## src/rtl/tle_pkg.sv

```systemverilog
// Shared types, constants and codes for the telnet line editor.
package tle_pkg;

   localparam int LINE_DEPTH = 64;
   localparam int IDX_W      = (LINE_DEPTH > 1) ? $clog2(LINE_DEPTH) : 1;
   localparam int LEN_W      = $clog2(LINE_DEPTH + 1);

   localparam logic [7:0] B_IAC  = 8'd255;
   localparam logic [7:0] B_DONT = 8'd254;
   localparam logic [7:0] B_WILL = 8'd251;
   localparam logic [7:0] B_SB   = 8'd250;
   localparam logic [7:0] B_SE   = 8'd240;
   localparam logic [7:0] B_DEL  = 8'd127;
   localparam logic [7:0] B_SPC  = 8'd32;
   localparam logic [7:0] B_BS   = 8'd8;
   localparam logic [7:0] B_CR   = 8'd13;
   localparam logic [7:0] B_LF   = 8'd10;

   localparam logic [1:0] KIND_ECHO  = 2'd0;
   localparam logic [1:0] KIND_LINE  = 2'd1;
   localparam logic [1:0] KIND_EMPTY = 2'd2;

   typedef logic [2:0] act_type;
   localparam act_type ACT_DROP        = 3'd0;
   localparam act_type ACT_EOL_EMPTY   = 3'd1;
   localparam act_type ACT_EOL_LINE    = 3'd2;
   localparam act_type ACT_ERASE       = 3'd3;
   localparam act_type ACT_STORE_ECHO  = 3'd4;
   localparam act_type ACT_STORE_QUIET = 3'd5;

   typedef logic [2:0] sel_type;
   localparam sel_type SEL_BYTE  = 3'd0;
   localparam sel_type SEL_BS    = 3'd1;
   localparam sel_type SEL_SPC   = 3'd2;
   localparam sel_type SEL_EMPTY = 3'd3;
   localparam sel_type SEL_LINE  = 3'd4;

   typedef struct packed {
      logic    accept;
      logic    phase_wr;
      logic    store;
      logic    len_dec;
      logic    len_clr;
      logic    idx_clr;
      logic    idx_inc;
      logic    out_load;
      sel_type out_sel;
      logic    out_last;
   } cmd_type;

   typedef struct packed {
      act_type act;
      logic    out_free;
      logic    idx_last;
   } sts_type;

endpackage

```

## src/rtl/tle_dpath.sv

```systemverilog
// Datapath: Telnet filter phase, line store, length, read index and result register.
module tle_dpath import tle_pkg::*; (
   input  logic       clock,
   input  logic       reset,
   input  logic [7:0] req_rx_byte,
   input  cmd_type    cmd,
   output sts_type    sts,
   input  logic       rsp_stall,
   output logic       rsp_valid,
   output logic [1:0] rsp_kind,
   output logic [7:0] rsp_data,
   output logic       rsp_last
);

   localparam logic [2:0] PH_NORMAL  = 3'd0;
   localparam logic [2:0] PH_IAC     = 3'd1;
   localparam logic [2:0] PH_OPTION  = 3'd2;
   localparam logic [2:0] PH_SUB     = 3'd3;
   localparam logic [2:0] PH_SUB_IAC = 3'd4;

   logic [7:0]       byte_ff;
   logic [2:0]       phase_ff, phase_in;
   logic [LEN_W-1:0] len_ff, len_in;
   logic [IDX_W-1:0] idx_ff, idx_in;
   logic [6:0]       mem [LINE_DEPTH];
   logic [6:0]       rd_data_ff;
   logic             valid_ff, valid_in;
   logic [1:0]       kind_ff, kind_in;
   logic [7:0]       data_ff, data_in;
   logic             last_ff, last_in;
   logic             is_normal;
   act_type          act;

   always_comb begin
      phase_in = PH_NORMAL;
      unique case (phase_ff)
         PH_IAC: begin
            if (byte_ff >= B_WILL && byte_ff <= B_DONT) phase_in = PH_OPTION;
            else if (byte_ff == B_SB)                   phase_in = PH_SUB;
            else                                        phase_in = PH_NORMAL;
         end
         PH_OPTION:  phase_in = PH_NORMAL;
         PH_SUB:     phase_in = (byte_ff == B_IAC) ? PH_SUB_IAC : PH_SUB;
         PH_SUB_IAC: phase_in = (byte_ff == B_SE) ? PH_NORMAL : PH_SUB;
         default:    phase_in = (byte_ff == B_IAC) ? PH_IAC : PH_NORMAL;
      endcase
   end

   assign is_normal = !(phase_ff == PH_IAC || phase_ff == PH_OPTION ||
                        phase_ff == PH_SUB || phase_ff == PH_SUB_IAC);

   always_comb begin
      act = ACT_DROP;
      if (!is_normal || byte_ff == 8'd0 || byte_ff[7]) begin
         act = ACT_DROP;
      end else if (byte_ff == B_CR || byte_ff == B_LF) begin
         act = (len_ff == '0) ? ACT_EOL_EMPTY : ACT_EOL_LINE;
      end else if (byte_ff == B_BS || byte_ff == B_DEL) begin
         act = (len_ff == '0) ? ACT_DROP : ACT_ERASE;
      end else if (len_ff >= LEN_W'(LINE_DEPTH)) begin
         act = ACT_DROP;
      end else begin
         act = (byte_ff >= B_SPC) ? ACT_STORE_ECHO : ACT_STORE_QUIET;
      end
   end

   always_comb begin
      len_in = len_ff;
      if (cmd.len_clr)      len_in = '0;
      else if (cmd.store)   len_in = len_ff + LEN_W'(1);
      else if (cmd.len_dec) len_in = len_ff - LEN_W'(1);
      idx_in = idx_ff;
      if (cmd.idx_clr)      idx_in = '0;
      else if (cmd.idx_inc) idx_in = idx_ff + IDX_W'(1);
   end

   always_comb begin
      kind_in = KIND_ECHO;
      data_in = byte_ff;
      unique case (cmd.out_sel)
         SEL_BYTE:  begin kind_in = KIND_ECHO;  data_in = byte_ff;            end
         SEL_BS:    begin kind_in = KIND_ECHO;  data_in = B_BS;               end
         SEL_SPC:   begin kind_in = KIND_ECHO;  data_in = B_SPC;              end
         SEL_EMPTY: begin kind_in = KIND_EMPTY; data_in = 8'd0;               end
         SEL_LINE:  begin kind_in = KIND_LINE;  data_in = {1'b0, rd_data_ff}; end
         default:   begin kind_in = KIND_ECHO;  data_in = byte_ff;            end
      endcase
      last_in  = cmd.out_last;
      valid_in = cmd.out_load ? 1'b1 : (rsp_stall ? valid_ff : 1'b0);
   end

   always_ff @(posedge clock) begin
      if (reset) begin
         phase_ff <= PH_NORMAL;
         len_ff   <= '0;
         valid_ff <= 1'b0;
      end else begin
         if (cmd.phase_wr) phase_ff <= phase_in;
         len_ff   <= len_in;
         valid_ff <= valid_in;
      end
   end

   always_ff @(posedge clock) begin
      if (cmd.accept) byte_ff <= req_rx_byte;
      idx_ff <= idx_in;
      if (cmd.out_load) begin
         kind_ff <= kind_in;
         data_ff <= data_in;
         last_ff <= last_in;
      end
   end

   always_ff @(posedge clock) begin
      if (cmd.store) mem[len_ff[IDX_W-1:0]] <= byte_ff[6:0];
      rd_data_ff <= mem[idx_ff];
   end

   assign sts.act      = act;
   assign sts.out_free = !valid_ff || !rsp_stall;
   assign sts.idx_last = ({1'b0, idx_ff} + LEN_W'(1)) == len_ff;

   assign rsp_valid = valid_ff;
   assign rsp_kind  = kind_ff;
   assign rsp_data  = data_ff;
   assign rsp_last  = last_ff;

endmodule

```

## src/rtl/tle_ctrl.sv

```systemverilog
// Controller: sequences byte intake, decode, echo and line readout.
module tle_ctrl import tle_pkg::*; (
   input  logic    clock,
   input  logic    reset,
   input  logic    req_valid,
   output logic    req_stall,
   input  sts_type sts,
   output cmd_type cmd
);

   localparam logic [2:0] S_IDLE   = 3'd0;
   localparam logic [2:0] S_DECODE = 3'd1;
   localparam logic [2:0] S_SINGLE = 3'd2;
   localparam logic [2:0] S_ERASE  = 3'd3;
   localparam logic [2:0] S_READ   = 3'd4;
   localparam logic [2:0] S_LINE   = 3'd5;

   logic [2:0] state_ff, state_in;
   act_type    act_ff, act_in;
   logic [1:0] step_ff, step_in;

   always_comb begin
      state_in = state_ff;
      act_in   = act_ff;
      step_in  = step_ff;
      cmd      = '0;
      cmd.out_sel = SEL_BYTE;
      unique case (state_ff)
         S_IDLE: begin
            cmd.accept = req_valid;
            if (req_valid) state_in = S_DECODE;
         end
         S_DECODE: begin
            cmd.phase_wr = 1'b1;
            act_in       = sts.act;
            step_in      = '0;
            unique case (sts.act) inside
               ACT_EOL_EMPTY, ACT_STORE_ECHO: begin
                  cmd.store = (sts.act == ACT_STORE_ECHO);
                  state_in  = S_SINGLE;
               end
               ACT_STORE_QUIET: begin
                  cmd.store = 1'b1;
                  state_in  = S_IDLE;
               end
               ACT_ERASE: begin
                  cmd.len_dec = 1'b1;
                  state_in    = S_ERASE;
               end
               ACT_EOL_LINE: begin
                  cmd.idx_clr = 1'b1;
                  state_in    = S_READ;
               end
               default: state_in = S_IDLE;
            endcase
         end
         S_SINGLE: begin
            cmd.out_sel  = (act_ff == ACT_EOL_EMPTY) ? SEL_EMPTY : SEL_BYTE;
            cmd.out_last = 1'b1;
            if (sts.out_free) begin
               cmd.out_load = 1'b1;
               state_in     = S_IDLE;
            end
         end
         S_ERASE: begin
            cmd.out_sel  = (step_ff == 2'd1) ? SEL_SPC : SEL_BS;
            cmd.out_last = (step_ff == 2'd2);
            if (sts.out_free) begin
               cmd.out_load = 1'b1;
               step_in      = step_ff + 2'd1;
               if (step_ff == 2'd2) state_in = S_IDLE;
            end
         end
         S_READ: state_in = S_LINE;
         S_LINE: begin
            cmd.out_sel  = SEL_LINE;
            cmd.out_last = sts.idx_last;
            if (sts.out_free) begin
               cmd.out_load = 1'b1;
               if (sts.idx_last) begin
                  cmd.len_clr = 1'b1;
                  state_in    = S_IDLE;
               end else begin
                  cmd.idx_inc = 1'b1;
                  state_in    = S_READ;
               end
            end
         end
         default: state_in = S_IDLE;
      endcase
   end

   always_ff @(posedge clock) begin
      if (reset) begin
         state_ff <= S_IDLE;
      end else begin
         state_ff <= state_in;
      end
   end

   always_ff @(posedge clock) begin
      act_ff  <= act_in;
      step_ff <= step_in;
   end

   assign req_stall = (state_ff != S_IDLE);

endmodule

```

## src/rtl/telnet_line_editor.sv

```systemverilog
// Top level of the telnet line editor: Telnet filter and line editing.
//
//   channel  dir  handshake            payload
//   req      in   req_valid/req_stall  req_rx_byte
//   rsp      out  rsp_valid/rsp_stall  rsp_kind, rsp_data, rsp_last
//
// A byte is taken in S_IDLE and decoded in S_DECODE; an echo or empty-line
// result follows in S_SINGLE, an erase gives three results (BS, space, BS).
// Line completion reads the line store an entry at a time (S_READ, S_LINE).
// Result register decouples rsp_stall; output waits while full and stalled.
// Synchronous reset clears the filter phase and line length; no clear pass.
module telnet_line_editor import tle_pkg::*; (
   input  logic       clock,
   input  logic       reset,
   input  logic       req_valid,
   output logic       req_stall,
   input  logic [7:0] req_rx_byte,
   output logic       rsp_valid,
   input  logic       rsp_stall,
   output logic [1:0] rsp_kind,
   output logic [7:0] rsp_data,
   output logic       rsp_last
);

   cmd_type cmd;
   sts_type sts;

   tle_ctrl u_ctrl (
      .clock     (clock),
      .reset     (reset),
      .req_valid (req_valid),
      .req_stall (req_stall),
      .sts       (sts),
      .cmd       (cmd)
   );

   tle_dpath u_dpath (
      .clock       (clock),
      .reset       (reset),
      .req_rx_byte (req_rx_byte),
      .cmd         (cmd),
      .sts         (sts),
      .rsp_stall   (rsp_stall),
      .rsp_valid   (rsp_valid),
      .rsp_kind    (rsp_kind),
      .rsp_data    (rsp_data),
      .rsp_last    (rsp_last)
   );

endmodule
```

## config.mk

```make
export PLATFORM = sky130hd
export DESIGN_NAME = telnet_line_editor
export DESIGN_NICKNAME = d
export VERILOG_FILES = /design/src/rtl/tle_pkg.sv /design/src/rtl/tle_dpath.sv /design/src/rtl/tle_ctrl.sv /design/src/rtl/telnet_line_editor.sv
export SDC_FILE = /design/constraint.sdc
export NUM_CORES = 1
export LEC_CHECK = 0
export BUFFER_PORTS_ARGS = -buffer_cell sky130_fd_sc_hd__buf_2
export CORE_ASPECT_RATIO = 0.75
export CORE_MARGIN = 4
export CORE_UTILIZATION = 55
export CTS_CLUSTER_DIAMETER = 40
export DETAILED_ROUTE_END_ITERATION = 8
export GPL_TIMING_DRIVEN = 0
export PLACE_DENSITY = 0.71
export SLEW_MARGIN = 0
export SYNTH_ARGS = -nofsm -noshare
export SYNTH_HDL_FRONTEND = slang
export SYNTH_SLANG_ARGS = --single-unit
```

## constraint.sdc

```tcl
create_clock -name clock -period 5.6 [get_ports clock]
set_clock_uncertainty 0.2 [all_clocks]
set_input_delay 0.28 -clock clock [delete_from_list [all_inputs] [get_ports clock]]
set_output_delay 0.28 -clock clock [all_outputs]
set_load 0.01 [all_outputs]
```

==> impl_metrics.yaml <==
hold_path:
  min_path_type: "in2reg"
  hp-start: "req_valid"
clock_network:
  clk_pin_slew_ns: 0.06
  cts_max_path_buffers: 3
  clk_latency_ns: 0.58
  root_buffer: "clkbuf_16"
  cts_resized: 0
  htree_levels: 2
  cts_buffers: 49
  cts_sinks: 499
  cts_tree: "built"
pwr:
  intPower_mw: 6.713
  clkPwrFrac_pct: 37.7
  swShare_pct: 24.84
  seqPwrFrac_pct: 48.6
  p_sw_mw: 2.218
  combPwrFrac_pct: 13.7
  p_leak_nw: 7.340
  vdd_ir_drop_max_mv: 0.3610
  power_density_nw_per_um2: 391.2
  fin_total_pwr_mw: 8.932
global_routing:
  grt_usage_pct: 24.33
  grt_antenna_before_repair: 1
  grt-ovfl-total: 0
  grt_pass1_wl_um: 70100
  grt_pass1_vias: 10300
  grt_start_max_net_pins: 34
die:
  io_pins: 25
  die_y_um: 173.2
  die_w_um: 228.2
  rows: 60
  initial_core_util_pct: 55.75
  core_um2: 35880
  dieArea_um2: 39520
final_layout:
  syn2layout_area_growth_pct: 14.13
  fillCellCount: 2441
  stdcell_count: 1616
  layout.nets: 1135
  layout-drive-gt1-share_pct: 23.83
  fin_area_um2: 22830
detailed_routing:
  vias_per_cell: 6.499
  wl_met1_um: 19520
  drt_iter0_markers: 1421
  drcViolationCount: 0
  vias: 10500
  wl_met2_um: 21430
  met3_length_um: 5266
  drtPass1Iterations: 5
  detail-route-antenna-nets: 0
  top_layer: "met4"
  routed_wirelength_um: 47290
  avgRoutedWirePerCell_um: 29.26
placement:
  dp_hpwl_um: 31020
  place.gp.congestion: 0.8872
  dp.cells: 1518
  place_worst_setup_slack_ns: 1.339
  portBuffers: 24
  place_area_um2: 21100
synthesis:
  synth_edf_count: 472
  syn_area_per_cell_um2: 19.73
  async_reset_ff_share_pct: 0
  ys_seq_area_share_pct: 73.55
  synth.distinct_cells: 63
  ys.flop_type: "edfxtp_1"
  ys_ff_latch: 499
  synth.cell_area_um2: 20010
  yosysWarnings: 0
  synth_fp_nets: 1035
  synthCells: 1014
setup_path:
  worstPathRequired_ns: 5.88
  critPathLaunchType: "flip-flop"
  crit_path_end_kind: "flip-flop"
  cp_max_fo: 22
  startpoint: "u_dpath.byte_ff[6]$_DFFE_PP_"
  worstSetupPathType: "reg2reg"
  timing.rr.start: "u_dpath.byte_ff[6]$_DFFE_PP_"
  worstPathArrival_ns: 4.63
sta:
  grt_setup_unrepaired: "no"
  period_minus_slack_ns: 4.355
  finalHoldViolCount: 0
  worstMarginPinSlew_ns: 1.296
  setup_viol: 0
  period_share_pct: 77.76
  relSlewSlack_pct: 13.63
  timing.final.ws_setup_ns: 1.245
  maxSlewViolCount: 0
  max_freq_mhz: 229.6
flow_run:
  drv_cap: 0
outcome:
  outcome: "finished clean"
state kept, by name, indices dropped and copies added (netlist names):
name	cells
u_dpath.rsp_last	1
u_dpath.rsp_kind	2
u_dpath.idx_ff	6
u_dpath.rsp_valid	1
u_dpath.mem	448
u_dpath.len_ff	7
u_ctrl.step_ff	2
u_ctrl.act_ff	3
u_dpath.phase_ff	3
u_dpath.rd_data_ff	7
u_ctrl.state_ff	3
u_dpath.rsp_data	8
u_dpath.byte_ff	8
critical path: stages, from the launching register on:
cell and delay [ns]:
edfxtp_1 0.71, buf_8 0.30, nor4_1 0.53, and2_1 0.30, a211o_1 0.36, nor2_4 0.12
inv_1 0.18, ha_1 0.31, nor2b_1 0.16, nor3_1 0.21, o21bai_1 0.11, a21oi_1 0.33
nor3_1 0.10, a2111oi_2 0.32
repair_timing:
action	CTS	global route
setup buffers	0	0
endpoints found under the hold margin	15	0
endpoints found under the setup margin	0	0
hold buffers	10	0
synthesized netlist by cell type (4+ instances only):
library cell    n  area, µm²
mux2i_1         9      90.09
nand3_1        15      75.07
nand4_1         6      37.54
and2_1          6      37.54
clkbuf_1       31      116.4
a22o_1          5      43.79
nor2_1         86      322.8
inv_1          11      41.29
xor2_1          4      35.03
nand2_1        27      101.4
mux4_2        140       3153
xnor2_1        10      87.58
or3_1           8      50.05
nor3_1         10      50.05
nand2b_1        5      31.28
dfxtp_1        27      540.5
a31oi_1         4      25.02
buf_2          11      55.05
ha_1            8      100.1
buf_1           9      33.78
nor2b_1        14      87.58
edfxtp_1      472      14170
a22oi_1        11      82.58
and4_1          4      35.03
o21ai_0        13      65.06
a21oi_1        13      65.06
layer usage:
| metal | GRT usage [%] | vias to the layer above |
|---|---|---|
| met2 | 35.59 | 583 |
| li1 | - | 4400 |
| met5 | 0 | - |
| met1 | 37.32 | 5436 |
| met3 | 6.901 | 83 |
| met4 | 5.329 | 0 |
kinds of logic after synthesis:
| group | after synthesis | share of synthesized area, % |
|---|---|---|
| adders and majority gates | 9 | 0.6004 |
| DFF | 499 | 73.55 |
| and+or+nand+nor | 201 | 4.922 |
| AOI/OAI and AO/OA | 77 | 2.739 |
| buffers and inverters | 65 | 1.363 |
| muxes | 149 | 16.21 |
| xor gates and xnor gates | 14 | 0.6129 |
power by group through the flow:
| stage | Clock, mW | Combinational, mW | Sequential, mW |
|---|---|---|---|
| after floorplan | 0 | 0.668 | 4.45 |
| after global placement | 0 | 0.973 | 4.54 |
| after detailed placement | 0 | 1.19 | 4.42 |
| after CTS | 3.39 | 1.21 | 4.34 |
| after global routing | 3.58 | 1.29 | 4.35 |
| final | 3.37 | 1.22 | 4.34 |
layout make-up:
type,count,area (µm²),share of cell area [%]
repair buffers,49,608.1,2.663
clock buffers,61,1324,5.798
flip-flops and latches,499,14710,64.45
clock inverters,26,310.3,1.359
diodes,1,2.502,0.01096
plain buffers,53,227.7,0.9974
inverters,12,45.04,0.1973
well taps,465,581.8,2.548
multi-input cells,450,5019,21.98
path summary, 6_finish.rpt:
path / endpoint / slack (ns) / depth (start not counted)
setup / recovery: u_dpath.len_ff[6]$_SDFFE_PP0P_ / 1.25 / 13
hold / removal: u_dpath.byte_ff[4]$_DFFE_PP_ / 0.08 / 3
setup reg to reg: u_dpath.len_ff[6]$_SDFFE_PP0P_ / 1.25 / 13
hold reg to reg: u_dpath.rsp_data[6]$_DFFE_PP_ / 0.33 / 1
placed cells by master, fill, tap and decap left out, types with 7 or more instances in the layout:
cell,synthesis,routed
a21oi_1,13,13
o21ai_0,13,13
nand3_1,15,15
clkbuf_1,31,40
dlygate4sd3_1,0,10
mux2i_1,9,9
a22oi_1,11,11
edfxtp_1,472,472
dfxtp_1,27,27
nand2_1,27,27
nor2b_1,14,14
ha_1,8,8
inv_1,11,11
mux4_2,140,140
or3_1,8,8
buf_16,0,13
nor3_1,10,10
buf_1,9,9
xnor2_1,10,10
buf_2,11,35
clkbuf_16,0,51
nor2_1,86,86
clkinv_1,0,7
through the flow:
stage | TNS, ns | hold WS (ns) | util (%)
after detailed placement | 0 | 0.2603 | 58.79
after global routing | 0 | 0.08595 | 63.62
after floorplan | 0 | 0.1424 | -
after global placement | -0.01512 | 0.2562 | 57.71
after CTS | 0 | 0.05072 | 63.62
final | 0 | 0.07709 | 63.63
Power figures use the tool's default switching activity.
